[src/pstd_pkg.sv]
`default_nettype none
package pstd_pkg;

  localparam int SLOT_COUNT = 16;
  localparam int SLOT_W     = (SLOT_COUNT > 1) ? $clog2(SLOT_COUNT) : 1;
  localparam int CNT_W      = $clog2(SLOT_COUNT + 1);
  localparam int ID_W       = 8;
  localparam int SLOTF_W    = 8;
  localparam int KIND_W     = 2;
  localparam int DSLOT_W    = 4;
  localparam int STATUS_W   = 3;

  localparam logic [KIND_W-1:0] KIND_REGISTER = 2'd0;
  localparam logic [KIND_W-1:0] KIND_URGENT   = 2'd1;
  localparam logic [KIND_W-1:0] KIND_RUN      = 2'd2;

  localparam logic [STATUS_W-1:0] ST_ADDED    = 3'd0;
  localparam logic [STATUS_W-1:0] ST_RANGE    = 3'd1;
  localparam logic [STATUS_W-1:0] ST_TAKEN    = 3'd2;
  localparam logic [STATUS_W-1:0] ST_QUEUED   = 3'd3;
  localparam logic [STATUS_W-1:0] ST_IGNORED  = 3'd4;
  localparam logic [STATUS_W-1:0] ST_DISPATCH = 3'd5;
  localparam logic [STATUS_W-1:0] ST_NONE     = 3'd6;

  typedef struct packed {
    logic load;
    logic single;
    logic start_run;
    logic q_step;
    logic q_done;
    logic s_step;
    logic finish;
  } pstd_cmd_t;

  typedef struct packed {
    logic is_run;
    logic out_free;
    logic q_empty;
    logic q_end;
    logic s_end;
  } pstd_sts_t;

endpackage
`default_nettype wire

[src/pstd_ctrl.sv]
`default_nettype none
module pstd_ctrl (
  input  wire                  clk,
  input  wire                  rst,
  input  wire                  s_tvalid,
  output logic                 s_tready,
  input  pstd_pkg::pstd_sts_t  sts,
  output pstd_pkg::pstd_cmd_t  cmd
);

  typedef enum logic [4:0] {
    S_IDLE  = 5'b00001,
    S_EXEC  = 5'b00010,
    S_QSCAN = 5'b00100,
    S_SSCAN = 5'b01000,
    S_FINAL = 5'b10000
  } state_t;

  state_t state, state_next;

  always_ff @(posedge clk) begin
    if (rst) begin
      state <= S_IDLE;
    end else begin
      state <= state_next;
    end
  end

  always_comb begin
    state_next = state;
    cmd        = '0;
    s_tready   = 1'b0;
    case (state)
      S_IDLE: begin
        s_tready = 1'b1;
        if (s_tvalid) begin
          cmd.load   = 1'b1;
          state_next = S_EXEC;
        end
      end
      S_EXEC: begin
        if (sts.out_free) begin
          if (sts.is_run) begin
            cmd.start_run = 1'b1;
            state_next    = sts.q_empty ? S_SSCAN : S_QSCAN;
          end else begin
            cmd.single = 1'b1;
            state_next = S_IDLE;
          end
        end
      end
      S_QSCAN: begin
        if (sts.out_free) begin
          cmd.q_step = 1'b1;
          if (sts.q_end) begin
            cmd.q_done = 1'b1;
            state_next = S_SSCAN;
          end
        end
      end
      S_SSCAN: begin
        if (sts.out_free) begin
          cmd.s_step = 1'b1;
          if (sts.s_end) begin
            state_next = S_FINAL;
          end
        end
      end
      S_FINAL: begin
        if (sts.out_free) begin
          cmd.finish = 1'b1;
          state_next = S_IDLE;
        end
      end
      default: begin
        state_next = S_IDLE;
      end
    endcase
  end

endmodule
`default_nettype wire

[src/pstd_dpath.sv]
`default_nettype none
module pstd_dpath (
  input  wire                                 clk,
  input  wire                                 rst,
  input  wire  [pstd_pkg::KIND_W-1:0]         in_kind,
  input  wire  [pstd_pkg::SLOTF_W-1:0]        in_slot,
  input  wire  [pstd_pkg::ID_W-1:0]           in_task_id,
  input  pstd_pkg::pstd_cmd_t                 cmd,
  output pstd_pkg::pstd_sts_t                 sts,
  output logic                                out_valid,
  input  wire                                 out_ready,
  output logic [pstd_pkg::STATUS_W-1:0]       out_status,
  output logic [pstd_pkg::DSLOT_W-1:0]        out_slot,
  output logic                                out_last
);

  logic [pstd_pkg::KIND_W-1:0]  item_kind;
  logic [pstd_pkg::SLOTF_W-1:0] item_slot;
  logic [pstd_pkg::ID_W-1:0]    item_tid;

  logic [pstd_pkg::SLOT_COUNT-1:0] used;
  logic [pstd_pkg::ID_W-1:0]       tid [pstd_pkg::SLOT_COUNT];
  logic [pstd_pkg::ID_W-1:0]       uq  [pstd_pkg::SLOT_COUNT];
  logic [pstd_pkg::CNT_W-1:0]      task_count;
  logic [pstd_pkg::CNT_W-1:0]      ucount;

  logic [pstd_pkg::SLOT_W-1:0] idx;
  logic                        hold_valid;
  logic [pstd_pkg::SLOT_W-1:0] hold_slot;

  logic [pstd_pkg::SLOT_COUNT-1:0] match;
  logic [pstd_pkg::SLOT_COUNT-1:0] in_queue;
  logic                            q_found;
  logic [pstd_pkg::SLOT_W-1:0]     q_slot;
  logic                            in_range;
  logic                            reg_ok;
  logic                            urg_ok;
  logic                            out_free;
  logic [pstd_pkg::SLOT_W-1:0]     wslot;
  logic [pstd_pkg::SLOT_W-1:0]     wq;

  logic                          emit;
  logic [pstd_pkg::STATUS_W-1:0] emit_status;
  logic [pstd_pkg::DSLOT_W-1:0]  emit_slot;
  logic                          emit_last;
  logic                          step_found;
  logic [pstd_pkg::SLOT_W-1:0]   step_slot;

  assign out_free = !out_valid || out_ready;
  assign wslot    = item_slot[pstd_pkg::SLOT_W-1:0];
  assign wq       = ucount[pstd_pkg::SLOT_W-1:0];

  // queued id against every slot, and new id against the live queue entries
  always_comb begin
    for (int j = 0; j < pstd_pkg::SLOT_COUNT; j++) begin
      match[j]    = used[j] && (tid[j] == uq[idx]);
      in_queue[j] = (pstd_pkg::CNT_W'(j) < ucount) && (uq[j] == item_tid);
    end
  end

  // lowest matching slot
  always_comb begin
    q_found = 1'b0;
    q_slot  = '0;
    for (int j = pstd_pkg::SLOT_COUNT - 1; j >= 0; j--) begin
      if (match[j]) begin
        q_found = 1'b1;
        q_slot  = pstd_pkg::SLOT_W'(j);
      end
    end
  end

  assign in_range = item_slot < pstd_pkg::SLOTF_W'(pstd_pkg::SLOT_COUNT);
  assign reg_ok   = in_range && !used[wslot]
                    && (task_count < pstd_pkg::CNT_W'(pstd_pkg::SLOT_COUNT));
  assign urg_ok   = (task_count != '0) && !(|in_queue) && (ucount < task_count);

  assign step_found = cmd.q_step ? q_found : used[idx];
  assign step_slot  = cmd.q_step ? q_slot : idx;

  always_comb begin
    emit        = 1'b0;
    emit_status = pstd_pkg::ST_DISPATCH;
    emit_slot   = pstd_pkg::DSLOT_W'(hold_slot);
    emit_last   = 1'b0;
    if (cmd.single) begin
      emit      = 1'b1;
      emit_slot = '0;
      emit_last = 1'b1;
      case (item_kind)
        pstd_pkg::KIND_REGISTER: begin
          if (!in_range) begin
            emit_status = pstd_pkg::ST_RANGE;
          end else if (!reg_ok) begin
            emit_status = pstd_pkg::ST_TAKEN;
          end else begin
            emit_status = pstd_pkg::ST_ADDED;
          end
        end
        pstd_pkg::KIND_URGENT: begin
          emit_status = urg_ok ? pstd_pkg::ST_QUEUED : pstd_pkg::ST_IGNORED;
        end
        default: begin
          emit_status = pstd_pkg::ST_IGNORED;
        end
      endcase
    end else if (cmd.q_step || cmd.s_step) begin
      // a found slot pushes out the one held back, which is known not to be last
      emit = step_found && hold_valid;
    end else if (cmd.finish) begin
      emit      = 1'b1;
      emit_last = 1'b1;
      if (!hold_valid) begin
        emit_status = pstd_pkg::ST_NONE;
        emit_slot   = '0;
      end
    end
  end

  always_ff @(posedge clk) begin
    if (rst) begin
      used       <= '0;
      task_count <= '0;
      ucount     <= '0;
      out_valid  <= 1'b0;
      hold_valid <= 1'b0;
      idx        <= '0;
    end else begin
      if (emit) begin
        out_valid <= 1'b1;
      end else if (out_ready) begin
        out_valid <= 1'b0;
      end
      if (cmd.single && item_kind == pstd_pkg::KIND_REGISTER && reg_ok) begin
        used[wslot] <= 1'b1;
        task_count  <= task_count + 1'b1;
      end
      if (cmd.single && item_kind == pstd_pkg::KIND_URGENT && urg_ok) begin
        ucount <= ucount + 1'b1;
      end
      if (cmd.start_run) begin
        idx        <= '0;
        hold_valid <= 1'b0;
      end
      if (cmd.q_step || cmd.s_step) begin
        idx <= idx + 1'b1;
        if (step_found) begin
          hold_valid <= 1'b1;
        end
      end
      if (cmd.q_done) begin
        idx    <= '0;
        ucount <= '0;
      end
      if (cmd.finish) begin
        hold_valid <= 1'b0;
      end
    end
  end

  always_ff @(posedge clk) begin
    if (cmd.load) begin
      item_kind <= in_kind;
      item_slot <= in_slot;
      item_tid  <= in_task_id;
    end
    if (cmd.single && item_kind == pstd_pkg::KIND_REGISTER && reg_ok) begin
      tid[wslot] <= item_tid;
    end
    if (cmd.single && item_kind == pstd_pkg::KIND_URGENT && urg_ok) begin
      uq[wq] <= item_tid;
    end
    if ((cmd.q_step || cmd.s_step) && step_found) begin
      hold_slot <= step_slot;
    end
    if (emit) begin
      out_status <= emit_status;
      out_slot   <= emit_slot;
      out_last   <= emit_last;
    end
  end

  always_comb begin
    sts.is_run   = item_kind == pstd_pkg::KIND_RUN;
    sts.out_free = out_free;
    sts.q_empty  = ucount == '0;
    sts.q_end    = (pstd_pkg::CNT_W'(idx) + 1'b1) == ucount;
    sts.s_end    = pstd_pkg::CNT_W'(idx) == pstd_pkg::CNT_W'(pstd_pkg::SLOT_COUNT - 1);
  end

  a_count_bound: assert property (@(posedge clk) disable iff (rst)
    task_count <= pstd_pkg::CNT_W'(pstd_pkg::SLOT_COUNT))
    else $error("task count beyond slot count");

  a_count_used: assert property (@(posedge clk) disable iff (rst)
    $countones(used) == int'(task_count))
    else $error("task count out of step with occupied slots");

  a_queue_bound: assert property (@(posedge clk) disable iff (rst)
    ucount <= task_count)
    else $error("urgent queue longer than task count");

  a_last_single: assert property (@(posedge clk) disable iff (rst)
    out_valid && out_status != pstd_pkg::ST_DISPATCH |-> out_last)
    else $error("non-dispatch result without last");

  a_hold_out: assert property (@(posedge clk) disable iff (rst)
    emit && !out_free |-> 1'b0)
    else $error("result loaded over a waiting transaction");

endmodule
`default_nettype wire

[src/priority_slot_task_dispatcher_unit.sv]
// a register or urgent result is loaded from the execute state after its input transaction,
// held there while a result waits downstream; a run scans the queued ids in order, then
// every slot, then loads the last result in a final step, each step held likewise
// one item at a time: the next input is taken only after the controller is back in idle,
// once the result of a register or urgent item or the last result of a run is loaded
// rst is synchronous: all slots free, queue empty, no result pending
`default_nettype none
module priority_slot_task_dispatcher_unit (
  input  wire         clk,
  input  wire         rst,
  input  wire         s_tvalid,
  output logic        s_tready,
  input  wire  [15:0] s_tdata,   // slot [7:0], task_id [15:8]
  input  wire  [1:0]  s_tuser,   // kind [1:0]
  output logic        m_tvalid,
  input  wire         m_tready,
  output logic [7:0]  m_tdata,   // dispatch_slot [3:0], zero [7:4]
  output logic [2:0]  m_tuser,   // status [2:0]
  output logic        m_tlast
);

  pstd_pkg::pstd_cmd_t cmd;
  pstd_pkg::pstd_sts_t sts;
  logic [pstd_pkg::DSLOT_W-1:0] dslot;

  pstd_ctrl u_ctrl (
    .clk      (clk),
    .rst      (rst),
    .s_tvalid (s_tvalid),
    .s_tready (s_tready),
    .sts      (sts),
    .cmd      (cmd)
  );

  pstd_dpath u_dpath (
    .clk        (clk),
    .rst        (rst),
    .in_kind    (s_tuser),
    .in_slot    (s_tdata[7:0]),
    .in_task_id (s_tdata[15:8]),
    .cmd        (cmd),
    .sts        (sts),
    .out_valid  (m_tvalid),
    .out_ready  (m_tready),
    .out_status (m_tuser),
    .out_slot   (dslot),
    .out_last   (m_tlast)
  );

  assign m_tdata = {4'b0000, dslot};

endmodule
`default_nettype wire
[config.mk]
export PLATFORM = sky130hd
export DESIGN_NAME = priority_slot_task_dispatcher_unit
export DESIGN_NICKNAME = d
export VERILOG_FILES = /design/src/pstd_pkg.sv /design/src/pstd_ctrl.sv /design/src/pstd_dpath.sv /design/src/priority_slot_task_dispatcher_unit.sv
export SDC_FILE = /design/constraint.sdc
export NUM_CORES = 1
export LEC_CHECK = 0
export ABC_AREA = 1
export BUFFER_PORTS_ARGS = -buffer_cell sky130_fd_sc_hd__buf_2
export CORE_ASPECT_RATIO = 2
export CORE_MARGIN = 2
export CORE_UTILIZATION = 30
export CTS_CLUSTER_SIZE = 16
export DETAILED_ROUTE_END_ITERATION = 10
export PLACE_DENSITY = 0.53
export SLEW_MARGIN = 40
export SYNTH_ARGS = -nofsm -noshare
export SYNTH_HDL_FRONTEND = slang
export SYNTH_SLANG_ARGS = --single-unit
[constraint.sdc]
create_clock -name clk -period 4.3 [get_ports clk]
set_input_delay 0.43 -clock clk [delete_from_list [all_inputs] [get_ports clk]]
set_output_delay 0.43 -clock clk [all_outputs]
set_load 0.1 [all_outputs]
==> reports/metrics.csv, run 1 <==
stage,metric,value,unit
cells_and_area,diodes,0,
floorplan,num_rows,121,
setup_path,reg2reg_slack,350,ps
grt,grt_overflow,0,
sta,fin_worst_skew,28.3,ps
sta,period_minus_slack,3950,ps
sta,setup_violations,0,
setup_path,required,4640,ps
cts,clk_pin_slew_worst_paths,70,ps
routing,num_vias,12500,
cells_and_area,nets,1799,
synth,yosys_warnings,0,
sta,finalCritPeriodShare,0.919,
synth,async_reset_ff_frac,0,
worst_hold_path,min_from,s_tdata[14],
sta,finalHoldViolCount,0,
job,drv_cap,0,
setup_path,reg2reg_to,u_dpath.uq[12][7],
setup_path,worstSetupPathType,flip-flop to flip-flop,
cts,postCtsResizedCells,0,
placed_design,dp.cells,2396,
sta,rsz0062_at_grt,no,
floorplan,die_h,336,µm
placed_design,portBuffers,31,
worst_hold_path,whs_path_depth,1,
synth,syn_area,0.0165,mm²
cts,cts_buffers,28,
grt,grt_pass1_wl,82.3,mm
sta,drv_slew,0,
grt,grtUsageTotal,0.199,
setup_path,worstSetupStartpointType,flip-flop,
cells_and_area,n_fill_cell,5418,
placed_design,routabilityCongestion,0.992,
cts,htreeDepth,1,
cts,cts_tree,yes,
synth,synth_edf_count,286,
pwr,leakage,7.13,nW
setup_path,crit_fanout,22,
cells_and_area,final_cells,2464,
grt,grt_max_degree,81,
placed_design,place_area,0.0177,mm²
setup_path,endpoint_kind,flip-flop,
routing,drt_wl_total,56.4,mm
worst_hold_path,min_to,u_dpath.item_tid[6],
synth,ys_seq_elements,327,
worst_hold_path,hold_class,input pin to flip-flop,
cts,root_buffer,clkbuf_16,
setup_path,cp_data_arrival_time,4290,ps
synth,synthCells,1677,
floorplan,die_x,170,µm
pwr,irDropWorstVdd,0.000415,V
synth,synth_top_area_frac,0.520,
cts,cts_max_path_buffers,3,
placed_design,place_hpwl,42.2,mm
synth,syn_avg_cell_area,9.85,µm²
synth,synth_cell_types,61,
cells_and_area,layout-drive-gt1-share,0.114,
routing,wl_per_cell,22.9,µm
placed_design,dp_slack,380,ps
floorplan,die_area,0.0570,mm²
cells_and_area,area_growth,14.4,%
sta,timing.fmax,253,MHz
sta,whs,24.1,ps
outcome,status,"complete, no violations",
floorplan,initial_core_util,0.304,
synth,synth_flop_cell,edfxtp_1,
setup_path,reg2reg_from,u_dpath.item_tid[0],
sta,fin_tns_setup,0,ps
grt,antenna_found_initial,0,
cts,cts.sinks,327,
sta,tightestPinTransition,836,ps
grt,grt_pass1_vias,13000,
setup_path,r2r.worst_path.cells,12,
routing,first_pass_iters,5,
synth,synth_top_area_cell,edfxtp_1,
floorplan,core,0.0544,mm²
floorplan,ioPinCount,36,
synth,ys_seq_area_frac,0.570,
cts,insertion_delay,600,ps
routing,ant_nets,0,
cts,hold_buffers,16,
synth,yosys-top-cells-area,"edfxtp_1, nand2_1, dfxtp_1, xor2_1, inv_1",
sta,setup_slack,347,ps
routing,remaining_drc_errors,0,
routing,via_per_inst,5.06,
sta,relSlewSlack,0.435,
cells_and_area,fin_area,0.0189,mm²
cts,postCtsSetupRepairBufs,0,
routing,drtIter0Drc,870,
pwr,p_per_area,522,mW/mm²
[power by group]
part           switching [mW]  total (mW)  internal, mW
clock                    1.23        2.89          1.66
sequential              0.181        4.17          3.99
combinational            2.10        2.80         0.704
[metal layers]
layer | track usage | up-vias | part of all wire
li1 | - | 5876 | -
met1 | 0.172 | 6075 | 0.31
met2 | 0.408 | 353 | 0.58
met3 | 0.0179 | 174 | 0.030
met4 | 0.145 | 0 | 0.085
met5 | 0 | - | 0
[cells in the final DEF, fill, tap and decap left out, drive strengths merged, types with 2 or more instances in the layout]
cell type,Yosys,routed
and3,3,3
clkbuf,6,34
o211ai,12,12
a221oi,6,6
xor2,93,93
clkinv,4,12
nor3b,2,2
o2111ai,7,7
ha,11,11
a211oi,13,13
nor2,163,163
a22oi,2,2
nor3,22,22
a21boi,2,2
a21oi,37,37
o21ai,63,63
a2111oi,5,5
a31oi,2,2
xnor2,41,41
nor4,19,19
nand4,30,30
dlygate4sd3,0,16
conb,1,4
clkinvlp,0,3
o21a,18,18
o41ai,2,2
nand3,145,145
bufinv,0,7
buf,57,103
nand2,322,322
a41oi,3,3
or2,15,15
nand3b,5,5
o22ai,26,26
inv,206,206
dfxtp,41,41
edfxtp,286,286
[critical path, stage by stage, from the launching register on]
cell and delay [ps]:
edfxtp_1 630, buf_4 410, xnor2_1 160, nand4_1 120
o41ai_1 700, nand2_1 390, o211ai_1 370, nor2_1 80
nand3_1 100, nor2_2 100, nand2_1 320, nor2_1 110
buf_4 200
[Yosys cell counts (5+ instances only)]
library cell	number
nand3b_1	5
buf_2	33
ha_1	11
a21oi_1	37
o21ai_1	9
or2_2	8
a221oi_1	5
o211ai_1	11
inv_2	8
clkbuf_1	6
nand3_1	139
o21a_1	18
nand2_2	8
xor2_1	93
nor2_1	155
nand3_2	6
inv_1	197
o2111ai_1	7
nand4_1	30
o21ai_0	53
nand2_1	312
xnor2_1	41
o22ai_1	26
nor3_1	20
nor4_1	17
nor2_2	7
buf_6	14
a2111oi_0	5
a211oi_1	12
edfxtp_1	286
buf_4	8
dfxtp_1	41
[logic make-up (layout without fill, tap and decap cells)]
logic type,Yosys count,after routing,synth area share
compound gates,203,203,0.0790
fa+ha+maj,11,11,0.00834
buf+inv,273,381,0.0743
xor+xnor,134,134,0.0711
other cells,1,4,0.000227
flops,327,327,0.570
simple gates,728,728,0.197
[how the worst max path moves through the flow]
stage / from / end / slack, ps / cells after the start
detailed placement: u_dpath.item_tid[0] / u_dpath.uq[12][0] / 380 / 12
finish: u_dpath.item_tid[0] / u_dpath.uq[12][7] / 350 / 12
CTS: u_dpath.item_tid[0] / u_dpath.uq[12][7] / 350 / 12
global route: u_dpath.ucount[1] / u_dpath.uq[13][7] / 170 / 14
global placement: u_dpath.item_tid[0] / u_dpath.uq[12][0] / 370 / 12
floorplan: u_dpath.item_tid[5] / u_dpath.uq[11][0] / 1160 / 14
[registers in the layout, indices dropped and copies added, names as in the netlist, 2 cells and up, named ones only]
| name | count |
|---|---|
| u_ctrl.state | 5 |
| u_dpath.hold_slot | 4 |
| u_dpath.idx | 4 |
| u_dpath.item_kind | 2 |
| u_dpath.item_slot | 8 |
| u_dpath.item_tid | 8 |
| u_dpath.out_slot | 4 |
| u_dpath.out_status | 3 |
| u_dpath.task_count | 5 |
| u_dpath.tid | 128 |
| u_dpath.ucount | 5 |
| u_dpath.uq | 128 |
| u_dpath.used | 16 |
[cell type report]
class	instances	area (µm²)	share of cell area
Inverter	210	791	0.0419
Clock inverter	18	285	0.0151
Tap cell	676	846	0.0448
Clock buffer	34	743	0.0393
Timing Repair Buffer	119	918	0.0486
Multi-Input combinational cell	1080	5900	0.312
Sequential cell	327	9410	0.498
[per-stage QoR]
step	total power, mW	utilization
6_report	9.86	0.348
5_1_grt	10.2	0.348
4_1_cts	9.91	0.347
3_5_place_dp	7.03	0.326
2_1_floorplan	5.79	-
3_3_place_gp	7.01	0.326
Power figures use the tool's default switching activity.
==> inputs of run 2 (changes only) <==
- SYNTH_HIERARCHICAL: default -> 1
- TNS_END_PERCENT: default -> 10
==> reports/metrics.csv, run 2 <==
stage,metric,value,unit
outcome,status,"complete, no violations",
cells_and_area,layout-drive-gt1-share,0.126,
synth,synth_top_area_cell,edfxtp_1,
synth,synth_flop_cell,edfxtp_1,
sta,drv_slew,0,
sta,finalHoldViolCount,0,
synth,yosys-top-cells-count,"nand2_1, edfxtp_1, inv_1, nor2_1, nand3_1",
pwr,p_per_area,448,mW/mm²
sta,finalCritPeriodShare,0.942,
sta,timing.fmax,247,MHz
routing,wl_met2,32.4,mm
floorplan,num_rows,123,
floorplan,initial_core_util,0.303,
cells_and_area,most-common-layout-cells,"nand2_1, edfxtp_1, inv_1, nor2_1, nand3_1",
placed_design,dp_slack,267,ps
routing,drt-met1-wl,18.7,mm
routing,drtIter0Drc,871,
worst_hold_path,hold_class,input pin to flip-flop,
sta,fin_worst_skew,35.0,ps
setup_path,cp_data_arrival_time,4270,ps
floorplan,die_area,0.0586,mm²
cells_and_area,top_regs,"u_dpath/tid x128, u_dpath/uq x128, u_dpath/used x16",
placed_design,place_hpwl,44.5,mm
synth,synth_top_area_frac,0.506,
cts,postCtsResizedCells,0,
routing,drt_wl_total,60.3,mm
synth,synth_compound_area_frac,0.0673,
routing,remaining_drc_errors,0,
cts,postCtsSetupRepairBufs,0,
sta,rsz0062_at_grt,no,
cells_and_area,nets,1935,
cts,cts_buffers,31,
setup_path,required,4520,ps
cells_and_area,layout_commonest_cell,nand2_1,
setup_path,endpoint_kind,flip-flop,
floorplan,core,0.0560,mm²
sta,setup_slack,249,ps
synth,synth_cell_types,59,
cts,cts.sinks,327,
grt,grt_pass1_wl,86.6,mm
floorplan,die_h,340,µm
synth,syn_avg_cell_area,9.46,µm²
grt,grt_pass1_vias,13800,
pwr,leakage,7.61,nW
cts,cts_tree,yes,
floorplan,ioPinCount,36,
sta,relSlewSlack,0.424,
synth,yosys-top-cells-area,"edfxtp_1, nand2_1, dfxtp_1, inv_1, nand3_1",
synth,synthAdderAreaFrac,0.00811,
synth,synth_top_family_by_area,simple AND/OR/NAND/NOR gates,
grt,grt_max_degree,69,
synth,async_reset_ff_frac,0,
synth,synthCells,1794,
synth,ys_seq_area_frac,0.555,
sta,fin_tns_setup,0,ps
job,drv_cap,0,
cells_and_area,final_cells,2678,
cells_and_area,area_growth,15.6,%
placed_design,routabilityCongestion,0.933,
cells_and_area,final_core_util,0.350,
placed_design,portBuffers,31,
routing,highest_layer,met4,
floorplan,die_x,172,µm
setup_path,worstSetupStartpointType,flip-flop,
routing,via_per_inst,5.05,
pwr,irDropWorstVdd,0.000364,V
setup_path,crit_fanout,9,
grt,grtUsageTotal,0.206,
sta,tightestPinTransition,861,ps
cts,insertion_delay,610,ps
synth,synth-xor-area-share,0.0609,
sta,setup_violations,0,
routing,wl_met3,2.37,mm
pwr,total_power,8.79,mW
synth,yosys.cell_count.top_type,nand2_1,
routing,num_vias,13500,
placed_design,dp.cells,2604,
synth,synth_edf_count,286,
grt,grt_overflow,0,
synth,synthMuxAreaShare,0,
sta,period_minus_slack,4050,ps
synth,ys_seq_elements,327,
routing,first_pass_iters,5,
synth,synth_simple_gate_area_share,0.231,
cts,clk_pin_slew_worst_paths,70,ps
synth,yosys_warnings,6,
grt,antenna_found_initial,1,
cts,root_buffer,clkbuf_16,
routing,ant_nets,0,
routing,wl_per_cell,22.5,µm
setup_path,worstSetupPathType,flip-flop to flip-flop,
synth,syn_area,0.0170,mm²
cts,htreeDepth,1,
cts,cts_max_path_buffers,3,
run 2: changes by cell type after synthesis, moves of 5 or more:
| cell | previous run | this run |
|---|---|---|
| nand2_1 | 312 | 401 |
| xor2_1 | 93 | 62 |
| inv_1 | 197 | 218 |
| o21ai_0 | 53 | 36 |
| nand4_1 | 30 | 45 |
| xnor2_1 | 41 | 56 |
| a211oi_1 | 12 | 3 |
| buf_2 | 33 | 25 |
| nor3_1 | 20 | 27 |
| nand3_2 | 6 | 11 |
| nor4_1 | 17 | 22 |
| o2111ai_1 | 7 | 12 |
| o22ai_1 | 26 | 21 |
run 2: worst paths after layout:
| check | startpoint | cells after the start | slack, ps | end |
|---|---|---|---|---|
| worst max-delay path | u_dpath/item_tid[0] | 12 | 250 | u_dpath/uq[1][2] |
| worst max register to register | u_dpath/item_tid[0] | 12 | 250 | u_dpath/uq[1][2] |
| worst min-delay path | s_tdata[14] | 1 | 30 | u_dpath/item_tid[6] |
| worst min register to register | u_dpath/used[3] | 1 | 470 | u_dpath/used[3] |
run 2: metal layers:
metal / vias to the layer above / global-route usage
met5: - / 0
met4: 0 / 0.191
met3: 236 / 0.0231
met2: 502 / 0.390
met1: 6499 / 0.182
li1: 6276 / -
run 2: repair_timing:
item,in CTS,in global routing
hold buffers,15,0
endpoints found under the setup margin,0,0
endpoints found under the hold margin,15,0
run 2: metrics by stage:
stage	hold slack [ps]	cell area, µm²
2_1_floorplan	441	17000
3_3_place_gp	446	18500
3_5_place_dp	455	18500
4_1_cts	3.51	19600
5_1_grt	5.75	19600
6_report	33.6	19600
run 2: cell families (layout without fill, tap and decap cells):
group / count (synthesis) / after routing
xor+xnor: 118 / 118
other cells: 1 / 5
buf+inv: 298 / 428
simple gates: 861 / 861
flops: 327 / 327
fa+ha+maj: 11 / 11
compound gates: 178 / 178
run 2: where the power goes:
part,leakage [nW],internal [mW],switching (mW)
clock,0.483,1.49,1.26
sequential,2.90,3.72,0.117
combinational,4.22,0.611,1.60
run 2: critical path, cell delays in order (launching register included):
cell and delay, ps:
edfxtp_1 450, clkinv_1 630, o22ai_1 400, a21oi_1 70
nand3_1 130, o311ai_1 190, nor3_1 270, buf_4 150
nand4_1 140, nor2_2 260, nand2_1 100, buf_4 190
nor2_1 660
run 2: layout make-up:
cell class                      instances  area [µm²]
Clock inverter                         22         189
Clock buffer                           36         815
Antenna cell                            1        2.50
Fill cell                            5745       36400
Inverter                              233         877
Timing Repair Buffer                  137        1140
Sequential cell                       327        9410
Tap cell                              750         938
Multi-Input combinational cell       1172        6250
